### src/design/jsu_pkg.sv
// Shared types and constants for the JSON string unescape decoder.
`default_nettype none
package jsu_pkg;

   typedef enum logic [2:0] {
      PH_QUOTE = 3'd0,
      PH_TEXT  = 3'd1,
      PH_ESC   = 3'd2,
      PH_HEX   = 3'd3,
      PH_DONE  = 3'd4
   } phase_type;

   typedef enum logic [3:0] {
      ST_BUSY     = 4'd0,
      ST_DONE     = 4'd1,
      ST_NO_QUOTE = 4'd2,
      ST_END_ESC  = 4'd3,
      ST_SHORT_U  = 4'd4,
      ST_BAD_HEX  = 4'd5,
      ST_ABOVE    = 4'd6,
      ST_BAD_ESC  = 4'd7,
      ST_RAW_CTRL = 4'd8,
      ST_UNTERM   = 4'd9
   } status_type;

   localparam logic [7:0] CH_QUOTE     = 8'h22;
   localparam logic [7:0] CH_BACKSLASH = 8'h5c;
   localparam logic [7:0] CH_SLASH     = 8'h2f;
   localparam logic [7:0] CH_LOWER_B   = 8'h62;
   localparam logic [7:0] CH_LOWER_F   = 8'h66;
   localparam logic [7:0] CH_LOWER_N   = 8'h6e;
   localparam logic [7:0] CH_LOWER_R   = 8'h72;
   localparam logic [7:0] CH_LOWER_T   = 8'h74;
   localparam logic [7:0] CH_LOWER_U   = 8'h75;
   localparam logic [7:0] CTRL_LIMIT   = 8'h20;
   localparam logic [15:0] ASCII_MAX   = 16'h007f;

   typedef struct packed {
      phase_type  phase;
      logic [1:0] hex_count;
      logic [15:0] code_value;
      logic       bad_hex_seen;
      status_type final_status;
   } dec_state_type;

   localparam dec_state_type DEC_RESET = '{
      phase:        PH_QUOTE,
      hex_count:    2'd0,
      code_value:   16'd0,
      bad_hex_seen: 1'b0,
      final_status: ST_BUSY
   };

   typedef struct packed {
      logic       char_valid;
      logic [7:0] decoded_char;
      status_type status;
      logic       finished;
   } dec_result_type;

endpackage
`default_nettype wire

### src/design/jsu_step.sv
// Per-byte decode: next decoder state and result from current state and one input byte.
`default_nettype none
module jsu_step
   import jsu_pkg::*;
(
   input  wire dec_state_type state,
   input  wire logic [7:0]    text_byte,
   input  wire logic          start_flag,
   input  wire logic          end_flag,
   output dec_state_type      state_next,
   output dec_result_type     result
);

   function automatic logic [4:0] hex_nibble(input logic [7:0] b);
      // bit 4 set = valid digit
      logic [4:0] r;
      r = 5'd0;
      if (b >= 8'h30 && b <= 8'h39)      r = {1'b1, 4'(b - 8'h30)};
      else if (b >= 8'h61 && b <= 8'h66) r = {1'b1, 4'(b - 8'h57)};
      else if (b >= 8'h41 && b <= 8'h46) r = {1'b1, 4'(b - 8'h37)};
      return r;
   endfunction

   dec_state_type cur;
   dec_state_type nxt;
   logic          valid;
   logic [7:0]    ch;
   logic [4:0]    nib;
   logic [15:0]   code_shift;

   assign cur        = start_flag ? DEC_RESET : state;
   assign nib        = hex_nibble(text_byte);
   assign code_shift = {cur.code_value[11:0], nib[3:0]};

   always_comb begin
      nxt   = cur;
      valid = 1'b0;
      ch    = 8'd0;
      unique case (cur.phase)
         PH_QUOTE: begin
            if (text_byte != CH_QUOTE) begin
               nxt.phase = PH_DONE; nxt.final_status = ST_NO_QUOTE;
            end else if (end_flag) begin
               nxt.phase = PH_DONE; nxt.final_status = ST_UNTERM;
            end else begin
               nxt.phase = PH_TEXT;
            end
         end
         PH_TEXT: begin
            if (text_byte == CH_QUOTE) begin
               nxt.phase = PH_DONE; nxt.final_status = ST_DONE;
            end else if (text_byte == CH_BACKSLASH) begin
               if (end_flag) begin
                  nxt.phase = PH_DONE; nxt.final_status = ST_END_ESC;
               end else begin
                  nxt.phase = PH_ESC;
               end
            end else if (text_byte < CTRL_LIMIT) begin
               nxt.phase = PH_DONE; nxt.final_status = ST_RAW_CTRL;
            end else begin
               valid = 1'b1;
               ch    = text_byte;
               if (end_flag) begin
                  nxt.phase = PH_DONE; nxt.final_status = ST_UNTERM;
               end
            end
         end
         PH_ESC: begin
            case (text_byte)
               CH_QUOTE, CH_BACKSLASH, CH_SLASH: begin
                  valid = 1'b1; ch = text_byte;
               end
               CH_LOWER_B: begin valid = 1'b1; ch = 8'h08; end
               CH_LOWER_F: begin valid = 1'b1; ch = 8'h0c; end
               CH_LOWER_N: begin valid = 1'b1; ch = 8'h0a; end
               CH_LOWER_R: begin valid = 1'b1; ch = 8'h0d; end
               CH_LOWER_T: begin valid = 1'b1; ch = 8'h09; end
               CH_LOWER_U: begin
                  if (end_flag) begin
                     nxt.phase = PH_DONE; nxt.final_status = ST_SHORT_U;
                  end else begin
                     nxt.phase        = PH_HEX;
                     nxt.hex_count    = 2'd0;
                     nxt.code_value   = 16'd0;
                     nxt.bad_hex_seen = 1'b0;
                  end
               end
               default: begin
                  nxt.phase = PH_DONE; nxt.final_status = ST_BAD_ESC;
               end
            endcase
            if (valid) begin
               if (end_flag) begin
                  nxt.phase = PH_DONE; nxt.final_status = ST_UNTERM;
               end else begin
                  nxt.phase = PH_TEXT;
               end
            end
         end
         PH_HEX: begin
            nxt.bad_hex_seen = cur.bad_hex_seen | ~nib[4];
            nxt.code_value   = code_shift;
            if (cur.hex_count != 2'd3) begin
               nxt.hex_count = cur.hex_count + 2'd1;
               // short input wins over an earlier bad digit
               if (end_flag) begin
                  nxt.phase = PH_DONE; nxt.final_status = ST_SHORT_U;
               end
            end else begin
               nxt.hex_count = 2'd0;
               if (nxt.bad_hex_seen) begin
                  nxt.phase = PH_DONE; nxt.final_status = ST_BAD_HEX;
               end else if (code_shift > ASCII_MAX) begin
                  nxt.phase = PH_DONE; nxt.final_status = ST_ABOVE;
               end else begin
                  valid = 1'b1;
                  ch    = code_shift[7:0];
                  if (end_flag) begin
                     nxt.phase = PH_DONE; nxt.final_status = ST_UNTERM;
                  end else begin
                     nxt.phase = PH_TEXT;
                  end
               end
            end
         end
         default: begin
            nxt.phase = PH_DONE;
         end
      endcase
   end

   always_comb begin
      state_next          = nxt;
      result.char_valid   = valid;
      result.decoded_char = ch;
      result.finished     = (nxt.phase == PH_DONE);
      result.status       = (nxt.phase == PH_DONE) ? nxt.final_status : ST_BUSY;
   end

endmodule
`default_nettype wire

### src/design/json_string_unescape_decoder.sv
// A result beat is registered into the head entry, or into the skid entry if the head is held.
// One byte per cycle while req_tready is high; the decoder state register updates on each accepted beat.
// A two-entry output buffer lets a request beat be taken while one result waits.
// Reset (synchronous, active high) puts the decoder in await-opening-quote and empties
// the output buffer; start_flag on a beat restarts decoding from that byte.
`default_nettype none
module json_string_unescape_decoder
   import jsu_pkg::*;
(
   input  wire logic        clock,
   input  wire logic        reset,
   input  wire logic        req_tvalid,
   output      logic        req_tready,
   input  wire logic [7:0]  req_tdata,   // [7:0] text_byte
   input  wire logic        req_tuser,   // [0] start_flag
   input  wire logic        req_tlast,   // end_flag
   output      logic        rsp_tvalid,
   input  wire logic        rsp_tready,
   output      logic [15:0] rsp_tdata,   // [7:0] decoded_char, [11:8] status, [15:12] zero
   output      logic        rsp_tuser,   // [0] char_valid
   output      logic        rsp_tlast    // finished
);

   dec_state_type  state_ff, state_in;
   dec_result_type step_result;
   dec_result_type head_ff, head_in;
   dec_result_type skid_ff, skid_in;
   logic           head_valid_ff, head_valid_in;
   logic           skid_valid_ff, skid_valid_in;
   logic           push, pop;

   jsu_step u_step (
      .state      (state_ff),
      .text_byte  (req_tdata),
      .start_flag (req_tuser),
      .end_flag   (req_tlast),
      .state_next (state_in),
      .result     (step_result)
   );

   assign req_tready = ~skid_valid_ff;
   assign push       = req_tvalid & req_tready;
   assign pop        = head_valid_ff & rsp_tready;

   always_comb begin
      head_in       = head_ff;
      skid_in       = skid_ff;
      head_valid_in = head_valid_ff;
      skid_valid_in = skid_valid_ff;
      if (!head_valid_ff || pop) begin
         if (skid_valid_ff) begin
            head_in       = skid_ff;
            head_valid_in = 1'b1;
            skid_in       = step_result;
            skid_valid_in = push;
         end else begin
            head_in       = step_result;
            head_valid_in = push;
         end
      end else if (push) begin
         skid_in       = step_result;
         skid_valid_in = 1'b1;
      end
   end

   always_ff @(posedge clock) begin
      if (reset) begin
         state_ff      <= DEC_RESET;
         head_valid_ff <= 1'b0;
         skid_valid_ff <= 1'b0;
      end else begin
         if (push) begin
            state_ff <= state_in;
         end
         head_valid_ff <= head_valid_in;
         skid_valid_ff <= skid_valid_in;
      end
   end

   always_ff @(posedge clock) begin
      head_ff <= head_in;
      skid_ff <= skid_in;
   end

   assign rsp_tvalid = head_valid_ff;
   assign rsp_tdata  = {4'd0, head_ff.status, head_ff.decoded_char};
   assign rsp_tuser  = head_ff.char_valid;
   assign rsp_tlast  = head_ff.finished;

`ifndef SYNTHESIS
   a_skid_needs_head: assert property (@(posedge clock) disable iff (reset)
      skid_valid_ff |-> head_valid_ff)
      else $error("skid entry held without a head entry");

   a_done_has_status: assert property (@(posedge clock) disable iff (reset)
      (state_ff.phase == PH_DONE) == (state_ff.final_status != ST_BUSY))
      else $error("finished phase and final status disagree");

   a_finished_matches_status: assert property (@(posedge clock) disable iff (reset)
      rsp_tvalid |-> (rsp_tlast == (head_ff.status != ST_BUSY)))
      else $error("finished flag and status disagree on result beat");

   a_char_only_busy_or_unterm: assert property (@(posedge clock) disable iff (reset)
      (rsp_tvalid && rsp_tuser) |->
         (head_ff.status == ST_BUSY || head_ff.status == ST_UNTERM))
      else $error("decoded byte beat carries a failure status");

   a_state_moves_on_push: assert property (@(posedge clock) disable iff (reset)
      !push |=> $stable(state_ff))
      else $error("decoder state changed without an accepted beat");
`endif

endmodule
`default_nettype wire
### config.mk
export PLATFORM = sky130hd
export DESIGN_NAME = json_string_unescape_decoder
export DESIGN_NICKNAME = d
export VERILOG_FILES = /design/src/design/jsu_pkg.sv /design/src/design/jsu_step.sv /design/src/design/json_string_unescape_decoder.sv
export SDC_FILE = /design/constraint.sdc
export NUM_CORES = 1
export LEC_CHECK = 0
export ABC_AREA = 1
export BUFFER_PORTS_ARGS = -buffer_cell sky130_fd_sc_hd__buf_2
export CORE_MARGIN = 2
export CORE_UTILIZATION = 64
export DETAILED_ROUTE_END_ITERATION = 16
export PLACE_DENSITY_LB_ADDON = 0.2
export SYNTH_ARGS = -nofsm -noshare
export SYNTH_HDL_FRONTEND = slang
export SYNTH_SLANG_ARGS = --single-unit
### constraint.sdc
create_clock -name clock -period 5.21 [get_ports clock]
set_clock_uncertainty 0.1 [all_clocks]
set_input_delay 0 -clock clock [delete_from_list [all_inputs] [get_ports clock]]
set_output_delay 0 -clock clock [all_outputs]
set_load 0.02 [all_outputs]
== After elaboration in Yosys (flattened, before gate mapping) ==
Cells that the tools add are included.
Storage, ports and cells
  output and inout bits: 20
  logic and storage cells: 119
  flip-flop bits (word level): 56
  input port bits: 14
Cells by class
  $lt $le $gt $ge: 8
  add/sub/neg operators: 4
  reduce and logical (&&, ||, !) cells: 10
  bitwise logic cells: 5
  equality and inequality tests: 16
  mux-type cells: 61
Operators with widths (count)
  $eq 8x7->1 const B: 7
  $mux 14: 4
  $mux 4: 13
  $mux 8: 6
  $pmux 8 s6: 1
  $mux 19: 2
  $pmux 19 s2: 1
  $mux 3: 11
  $mux 26: 1
  $pmux 8 s3: 1
  $mux 5: 4
  $eq 8x6->1 const B: 2
  $ge 8x7->1 const B: 2
  $gt 16x7->1 const B: 1
  $le 8x7->1 const B: 2
  $pmux 4 s4: 1
  $mux 1: 12
  $pmux 3 s4: 1
  $ge 8x6->1 const B: 1
  $le 8x6->1 const B: 1
  $lt 8x6->1 const B: 1
  $ne 8x6->1 const B: 1
  $pmux 4 s2: 1
  $reduce_or 8->1: 1
  19 further kinds: 26

== Depth between registers and ports, before layout ==
Gate-level depths: netlist (run 1).
  word-level depth: 14
  depth in mapped cells: 14
  mapped depth without buffers: 14

== Modules after synthesis ==
From an unflattened synthesis (run 1), not the netlist that was laid out.
Second synthesis, totals
  cells, all modules: 581
  area, all modules: 3822.4 um^2
By module, submodules not included
  json_string_unescape_decoder: instances 1, cells an instance 258, seq. area each 1401.3 um^2, area an instance 2285.9 um^2
  jsu_step: instances 1, cells an instance 323, seq. area each 0.0 um^2, area an instance 1536.5 um^2

== Worst setup path after synthesis (run 1) ==
OpenSTA, ideal clock, no wires.
  path kind: register -> register
  from: register skid_valid_ff
  to: register skid_ff[0] (netlist name) (enable)
  stages on the path, launching flop included: 4
  path buffers: 1
  library setup time: 0.404 ns
  data required time: 4.706 ns
  period minus slack after synthesis: 2.256 ns
  arrival: 1.752 ns
  setup slack: 2.954 ns
  cells stage by stage: dfxtp_1 -> clkbuf_1 -> inv_1 -> o21ai_0
Between the ends
  word-level cells in the longest chain between the ends: 4
  elaborated cells between the ends (all ways): 5
  those cells by class: eq/ne: 1; bitwise: 2; reduce/logical: 2
Ends and longest elaborated chain
  from (decl): line json_string_unescape_decoder.sv:29  | logic skid_valid_ff, skid_valid_in;
  from (signal assigned): line json_string_unescape_decoder.sv:76  | skid_valid_ff <= skid_valid_in;
  $not 1->1: line json_string_unescape_decoder.sv:41  | assign req_tready = ~skid_valid_ff;
  $and 1x1->1: line json_string_unescape_decoder.sv:42  | assign push = req_tvalid & req_tready;
  $reduce_bool 2->1 (no line)
  $reduce_and 2->1 (no line) *
  to (signal assigned): line json_string_unescape_decoder.sv:82  | skid_ff <= skid_in;
  to (decl): line json_string_unescape_decoder.sv:27  | dec_result_type skid_ff, skid_in;
Mark *: on every way between the ends. The rest lies on a longest branch, timed or not.
A chain may end at the register's enable or synchronous reset.

== Final worst setup path (run 1) ==
  from: register skid_valid_ff
  to: register skid_ff[7] (netlist name) (enable)
The elaborated chain is that of the path after synthesis.

==> results.txt, run 1 <==
----------------------------------------------------
[Status]
  Status ... completed

[Place]
  Placed cell area ... 3397 um2
  Placed wire-length estimate ... 5.634 mm
  Routability congestion estimate from global placement ... 1.014
  Instance count after placement with tap cells included ... 537
  Port Buf Inserts ... 29

[Logic synthesis]
  Distinct cell type count after synthesis ... 42
  Commonest cells post-synth ... 114 x nand2_1, 50 x nor2_1, 46 x inv_1, 39 x nand3_1, 30 x o21ai_0
  Number of enable flip-flop cells after synthesis ... 28
  Top area cells in the synthesized netlist ... edfxtp_1 26%, dfxtp_1 15%, nand2_1 13%
  Cell with the most instances after synthesis ... nand2_1
  Predominant post-synthesis flop cell ... edfxtp_1
  Sequential cell area fraction in the yosys report ... 0.4060
  Number of instances in the synthesized netlist ... 455
  Avg Inst Size Synth ... 7.152 um2
  Count of yosys warnings during synthesis ... 0
  Proportion of netlist area held by the largest area contributor ... 0.2584
  Register bit total from synthesis ... 52
  Share of async-settable or async-resettable flops after synthesis ... 0
  Cell type contributing the most total cell area after synthesis ... edfxtp_1
  Netlist Area Pre-Place ... 3254 um2

[Final layout]
  Multi-input combinational cell area ... 1622 um2
  Fraction of layout cells with a size suffix above 1 ... 0.1446
  Number of filler cells placed in the layout ... 405
  Number of antenna diodes ... 0
  Post-route non-filler standard cell count ... 551
  Summed area of non-filler cells in the final layout ... 3553 um2
  Area of all sequential standard cells ... 1321 um2
  Nets ... 502
  Layout-stage area growth over the synthesis result ... 9.189%

[Power]
  Maximum vdd drop ... 145.7 uV
  Leakage Power ... 1.629 nW
  Pwr/cell area ... 241.1 nW/um2

[GRT]
  Total Routing Usage GR ... 0.2860
  Overflow after GRT ... 0
  Vias in the first global route ... 2814
  First-pass GRT wire length ... 12.54 mm
  Antenna violations before repair ... 0
  Largest net degree at the start of global routing ... 29

[Critical path]
  Crit path arrival time ... 2.48 ns
  Category of the critical setup timing path ... register to register
  Kind of capture point of the worst setup path ... register
  Cells along the critical path ... inv_1 -> o21ai_1
  CP max FO ... 19
  Family with the most delay on the worst path ... compound AO/OA/AOI/OAI gates
  Worst Setup Start Kind ... register
  Critical path buffer and inverter count ... 1
  Highest cell delay on the worst timing path ... 1.04 ns
  Launch instance of the worst register-to-register path ... skid_valid_ff
  Cell at the slowest stage of the critical path ... o21ai_1
  Start point of the critical path ... skid_valid_ff
  Data required time of the critical path ... 5.04 ns

[Timing]
  Sum of negative setup slack ... 0 ns
  Count of final hold-check violations ... 0
  Final worst-path cycle share ... 0.5076
  Number of failing setup endpoints in the final timing report ... 0
  Worst Max-Slew Pin Slew ... 1.221 ns
  Worst slew slack as a fraction of its limit ... 0.1809
  RSZ-0062 raised after global routing ... false
  Max Slew Vio Count ... 0
  Peak Freq ... 378.1 MHz
  Shortest clock period the worst path allows after layout ... 2.645 ns

[Route]
  Number of detailed-route iterations in the first pass ... 5
  Routed vias ... 3133
  Wire length reported by the detailed router ... 7.601 mm
  Antenna-violating nets left ... 0
  Average wire length per cell after detail routing ... 13.79 um
  DRT iter0 DRCs ... 267
  Detailed-route vias per instance ... 5.686
  Number of remaining DRC errors ... 0

[Clocking]
  CTS tree ... yes
  Clock root cell ... clkbuf_8
  Cts bufs inserted ... 5
  Post-CTS setup buffer count ... 0
  Clock-pin transition on the worst setup and hold timing paths ... 0.10 ns
  TritonCTS sink count ... 52
  Buffer levels on the longest clock path ... 2
  Deepest level of the CTS H-tree ... 2
  Clock latency at the later pin of the worst-skew pair ... 0.32 ns

[Floorplan]
  Die H ... 75.31 um
  Initial Util ... 0.6756
  Core ar. ... 4817 um2
  Top Ports ... 34
  Floorplan die width ... 75.31 um
  Die ar. ... 5672 um2
  Total number of placement rows ... 25

[Worst hold path]
  Worst hold path startpoint ... req_tdata[4]
  HP Class ... primary input to register

[Flow run]
  Max cap viols ... 0

----------------------------------------------------
==> area by class of cell <==
cell class	count	area share
Inverter	58	0.06127
Sequential cell	52	0.3718
Clock buffer	5	0.01937
Multi-Input combinational cell	330	0.4563
Clock inverter	3	0.007746
Tap cell	67	0.02359
Timing Repair Buffer	36	0.05986
==> metal layers <==
layer	track usage	part of all wire
met1	0.3815	0.43
met2	0.4686	0.47
met3	0.05688	0.081
met4	0.09357	0.016
met5	0	0
==> state kept, by name (all words and copies together), names as in the netlist <==
register,flops
rsp_tuser,1
skid_valid_ff,1
rsp_tvalid,1
state_ff,22
rsp_tlast,1
skid_ff,14
rsp_tdata,12
==> per-stage QoR <==
step | setup slack (ns) | hold WS [ns] | utilization | power [mW]
after floorplan | 2.954 | 0.08043 | - | 0.5814
after global placement | 2.551 | 0.1910 | 0.7052 | 0.6131
after detailed placement | 2.540 | 0.2164 | 0.7052 | 0.6164
after CTS | 2.505 | 0.02247 | 0.7377 | 0.8577
after global routing | 2.323 | 0.08739 | 0.7377 | 0.8919
final | 2.565 | 0.03698 | 0.7377 | 0.8567
==> path summary, 6_finish.rpt <==
| check | slack, ns | cells after the start | to |
|---|---|---|---|
| worst max-delay path | 2.57 | 2 | skid_ff[7] |
| worst min-delay path | 0.04 | 3 | skid_ff[9] |
| worst max register to register | 2.57 | 2 | skid_ff[7] |
| worst min register to register | 0.39 | 2 | state_ff[4] |
==> cell families (layout without fill, tap and decap cells) <==
| group | after synthesis | in the layout | synth area share |
|---|---|---|---|
| buffers and inverters | 76 | 102 | 0.09919 |
| AOI/OAI and AO/OA | 85 | 85 | 0.1538 |
| and+or+nand+nor | 234 | 234 | 0.3153 |
| xor gates and xnor gates | 2 | 2 | 0.005384 |
| other | 1 | 4 | 0.001152 |
| adders and majority gates | 5 | 5 | 0.01922 |
| DFF | 52 | 52 | 0.4060 |
==> worst register-to-register path: stages (launching register included) <==
cell and delay [ns]:
dfxtp_1 0.74, inv_1 0.38, o21ai_1 1.04
==> report_power, final <==
part	internal, mW	switching, mW	total, mW
combinational	0.0445	0.0998	0.144
sequential	0.458	0.0113	0.469
clock	0.0988	0.145	0.243
==> placed cells by master (no fill, tap or decap), types with 9 or more instances in the layout <==
cell and n:
a21oi_1 25, buf_2 29, dfxtp_1 24, edfxtp_1 28, inv_1 46, inv_2 9
nand2_1 114, nand3_1 39, nor2_1 50, o21ai_0 29
==> what timing repair did <==
item	in CTS	in global routing
hold buffers	6	0
resized for setup	0	0
hold endpoints to repair	12	0
No activity file was read; power rests on OpenSTA's default activity.
==> run 2: changes to the inputs <==
--- a/config.mk
+++ b/config.mk
@@ -5,10 +5,10 @@
 export SDC_FILE = /design/constraint.sdc
 export NUM_CORES = 1
 export LEC_CHECK = 0
-export ABC_AREA = 1
+export ABC_AREA = 0
 export BUFFER_PORTS_ARGS = -buffer_cell sky130_fd_sc_hd__buf_2
 export CORE_MARGIN = 2
-export CORE_UTILIZATION = 64
+export CORE_UTILIZATION = 58
 export DETAILED_ROUTE_END_ITERATION = 16
 export PLACE_DENSITY_LB_ADDON = 0.2
 export SYNTH_ARGS = -nofsm -noshare
==> constraint.sdc (replaced) <==
create_clock -name clock -period 2.55 [get_ports clock]
set_clock_uncertainty 0.1 [all_clocks]
set_input_delay 0 -clock clock [delete_from_list [all_inputs] [get_ports clock]]
set_output_delay 0 -clock clock [all_outputs]
set_load 0.02 [all_outputs]
==> run 2 against run 1 <==
  * Power rose by 110%
  * Area after synthesis is 7.3% lower
  * Routed wire length is 2.3% lower
  * Sequential power is 99% higher
  * Non-clock buffer count increased by 20
  * Critical path type unchanged
  * Critical endpoint is now rsp_tdata[0]
==> results.txt, run 2 <==
----------------------------------------------------
[Worst hold path]
  HP Class ... primary input to register

[Critical path]
  Data required time of the critical path ... 2.64 ns (-2.40 ns)
  End of the worst register-to-register path ... rsp_tdata[0]
  CP max FO ... 6 (-13)
  FF-to-FF setup slack ... 0.09 ns (-2.47 ns)
  Start point of the critical path ... state_ff[24]
  Worst Setup Start Kind ... register
  Cells on worst reg2reg path ... 6 (+4)
  Kind of capture point of the worst setup path ... register
  Category of the critical setup timing path ... register to register
  Launch instance of the worst register-to-register path ... state_ff[24]
  End point of the critical path ... rsp_tdata[0]
  Crit path arrival time ... 2.54 ns (+0.06 ns)

[Logic synthesis]
  Top area cells in the synthesized netlist ... edfxtp_1 28%, dfxtp_1 16%, nor2_1 5.0%
  Proportion of netlist area held by the largest area contributor ... 0.2787 (+0.02036)
  Arithmetic-cell share of the synthesized area counting full adders, half adders and majority gates ... 0.02074 (+0.001515)
  Number of instances in the synthesized netlist ... 320 (-30%)
  Commonest cells post-synth ... 40 x nor2_1, 28 x edfxtp_1, 26 x nand2_1, 24 x dfxtp_1, 19 x a21oi_1
  Share of async-settable or async-resettable flops after synthesis ... 0 (unchanged)
  Predominant post-synthesis flop cell ... edfxtp_1
  Synthesized-area fraction occupied by ao, oa, aoi and oai cells ... 0.2360 (+0.08221)
  Netlist Area Pre-Place ... 3017 um2 (-7.3%)
  Cell type contributing the most total cell area after synthesis ... edfxtp_1
  Avg Inst Size Synth ... 9.427 um2 (+32%)
  Count of yosys warnings during synthesis ... 0 (unchanged)
  Number of enable flip-flop cells after synthesis ... 28 (unchanged)
  Register bit total from synthesis ... 52 (unchanged)
  Distinct cell type count after synthesis ... 61 (+45%)
  Cell with the most instances after synthesis ... nor2_1
  Dominant combinational cell family by area after synthesis ... compound AO/OA/AOI/OAI gates
  Multiplexer share of the synthesized area ... 0.04728 (+0.04728)
  Sequential cell area fraction in the yosys report ... 0.4380 (+0.03199)
  Xor and xnor area share after synthesis ... 0 (-0.005383)
  Post-synthesis simple-gate area fraction ... 0.2115 (-0.1037)

[Floorplan]
  Floorplan die width ... 76.12 um (+1.1%)
  Die H ... 76.12 um (+1.1%)
  Die ar. ... 5794 um2 (+2.2%)
  Core ar. ... 5075 um2 (+5.4%)
  Top Ports ... 34 (unchanged)
  Total number of placement rows ... 26 (+4.0%)
  Initial Util ... 0.5944 (-0.08116)

[Route]
  Detailed-route vias per instance ... 6.151 (+8.2%)
  Wire length reported by the detailed router ... 7.429 mm (-2.3%)
  Number of detailed-route iterations in the first pass ... 6 (+1)
  Average wire length per cell after detail routing ... 17.00 um (+23%)
  Antenna-violating nets left ... 0 (unchanged)
  DRT iter0 DRCs ... 303 (+13%)
  Number of remaining DRC errors ... 0 (unchanged)
  Routed vias ... 2688 (-14%)

[Clocking]
  CTS tree ... yes
  Clock latency at the later pin of the worst-skew pair ... 0.31 ns (about the same)
  Clock-pin transition on the worst setup and hold timing paths ... 0.09 ns (about the same)
  Buffer levels on the longest clock path ... 2 (unchanged)
  TritonCTS sink count ... 52 (unchanged)
  Deepest level of the CTS H-tree ... 2 (unchanged)
  Clock root cell ... clkbuf_8
  Cts bufs inserted ... 5 (unchanged)
  Post-CTS setup buffer count ... 0 (unchanged)

[Place]
  Routability congestion estimate from global placement ... 0.9998 (-1.4%)
  Placed wire-length estimate ... 5.369 mm (-4.7%)
  Pre-CTS worst setup slack ... 0.04064 ns (-2.499 ns)
  Port Buf Inserts ... 29 (unchanged)

[Timing]
  Least setup slack across all paths after layout ... 0.09446 ns (-2.471 ns)
  Worst slew slack as a fraction of its limit ... 0.5317 (+0.3509)
  Count of final hold-check violations ... 0 (unchanged)
  Peak Freq ... 407.2 MHz (+7.7%)
  Worst Max-Slew Pin Slew ... 0.6936 ns (-0.5269 ns)
  Number of failing setup endpoints in the final timing report ... 0 (unchanged)
  Final worst-path cycle share ... 0.9630 (+0.4553)
  Sum of negative setup slack ... 0 ns (unchanged)
  Shortest clock period the worst path allows after layout ... 2.456 ns (-0.1892 ns)
  Max Slew Vio Count ... 0 (unchanged)
  RSZ-0062 raised after global routing ... false

[Power]
  Maximum vdd drop ... 352.2 uV (+140%)
  Pwr/cell area ... 522.8 nW/um2 (+120%)
  Leakage Power ... 1.311 nW (-20%)

[Flow run]
  Max cap viols ... 0 (unchanged)

[Final layout]
  Number of filler cells placed in the layout ... 407 (+0.49%)
  Nets ... 385 (-23%)
  Register with the most flip-flops ... state_ff
  Number of antenna diodes ... 0 (unchanged)
  Fraction of layout cells with a size suffix above 1 ... 0.2343 (+0.08970)
  Commonest non-fill, non-tap cell in the layout ... nor2_1
  Layout-stage area growth over the synthesis result ... 16.34%
  Highest-count cells in the layout ignoring fill and taps ... 40 x nor2_1, 29 x buf_2, 28 x edfxtp_1
  Number of flip-flops under the largest register name ... 22 (unchanged)

[GRT]
  First-pass GRT wire length ... 12.37 mm (-1.3%)
  Global Route met2 Usage ... 0.4393 (-0.02931)
  Total Routing Usage GR ... 0.2654 (-0.02051)
  Routing usage on met3 ... 0.04265 (-0.01422)
  Overflow after GRT ... 0 (unchanged)
  Antenna violations before repair ... 0 (unchanged)
  Busiest metal layer after global routing ... met2
  Largest net degree at the start of global routing ... 25 (-14%)
  Met1 usage in global routing ... 0.3555 (-0.02603)
  Vias in the first global route ... 2435 (-13%)

[Status]
  Status ... completed

----------------------------------------------------
[run 2: changes by cell type after synthesis, moves of 7 or more]
cell,previous run,this run
nand2_1,114,26
a22oi_1,2,13
inv_1,46,10
o21ai_0,30,12
mux2_2,0,10
inv_2,9,1
nand3_1,39,3
nor2_2,7,0
nor2_1,50,40
nor3_1,3,14
nand2b_1,0,7
nor2b_1,0,8
[run 2: logic make-up (layout without fill, tap and decap cells)]
family / Yosys count / in the layout
AO/OA/AOI/OAI: 92 / 92
adder cells (fa/ha/maj): 5 / 5
buffers and inverters: 31 / 75
flip-flops: 52 / 52
multiplexers: 13 / 13
other: 1 / 4
AND/OR/NAND/NOR: 126 / 126
[run 2: what timing repair did]
item | 4_1_cts | 5_1_grt
endpoints found under the setup margin | 0 | 1
gates resized for setup | 0 | 1
endpoints found under the hold margin | 2 | 0
hold buffers | 1 | 0
[run 2: area by class of cell]
class,instances,area (um2),share of cell area
clock buffers,6,72.57,0.02068
clock inverters,2,60.06,0.01711
inverters,11,41.29,0.01176
multi-input cells,240,1577,0.4492
flip-flops and latches,52,1321,0.3765
well taps,70,87.58,0.02496
repair buffers,56,350.3,0.09982
[run 2: how the worst min path moves through the flow]
stage	cells after the start	end	slack (ns)	startpoint
6_report	2	state_ff[21]	0.007	reset
5_1_grt	2	state_ff[16]	0.04	reset
4_1_cts	2	state_ff[21]	0.009	reset
3_5_place_dp	3	rsp_tvalid	0.22	req_tvalid
3_3_place_gp	3	skid_valid_ff	0.21	req_tvalid
2_1_floorplan	1	state_ff[1]	-0.03	reset
[run 2: worst max-delay path, cell delays in order, from the launching register on]
cell	delay (ns)
dfxtp_1	0.37
or4b_2	0.74
a21oi_1	0.36
nand3_1	0.20
o21ai_2	0.16
a221o_1	0.24
mux2_2	0.16
[run 2: power breakdown]
| group | leakage [nW] | internal, mW | switching [mW] |
|---|---|---|---|
| Clock | 0.0654 | 0.392 | 0.269 |
| Combinational | 0.781 | 0.0851 | 0.158 |
| Sequential | 0.464 | 0.919 | 0.0117 |
| Total | 1.31 | 1.40 | 0.439 |
[run 2: per-stage QoR]
stage          hold slack, ns  cell area, um2  instances  total power [mW]    util
2_1_floorplan        -0.02724            3028        323             1.108       -
5_1_grt               0.03572            3510        437             1.903  0.6916
4_1_cts              0.009441            3503        437             1.842  0.6903
3_3_place_gp           0.2102            3361        428             1.184  0.6622
3_5_place_dp           0.2246            3361        428             1.188  0.6622
6_report             0.006675            3510        437             1.835  0.6916
[run 2: metal layers]
metal	vias up	wire length, um
met5	-	0
met4	0	213
met3	29	531
met2	125	3494
met1	1244	3190
li1	1290	-
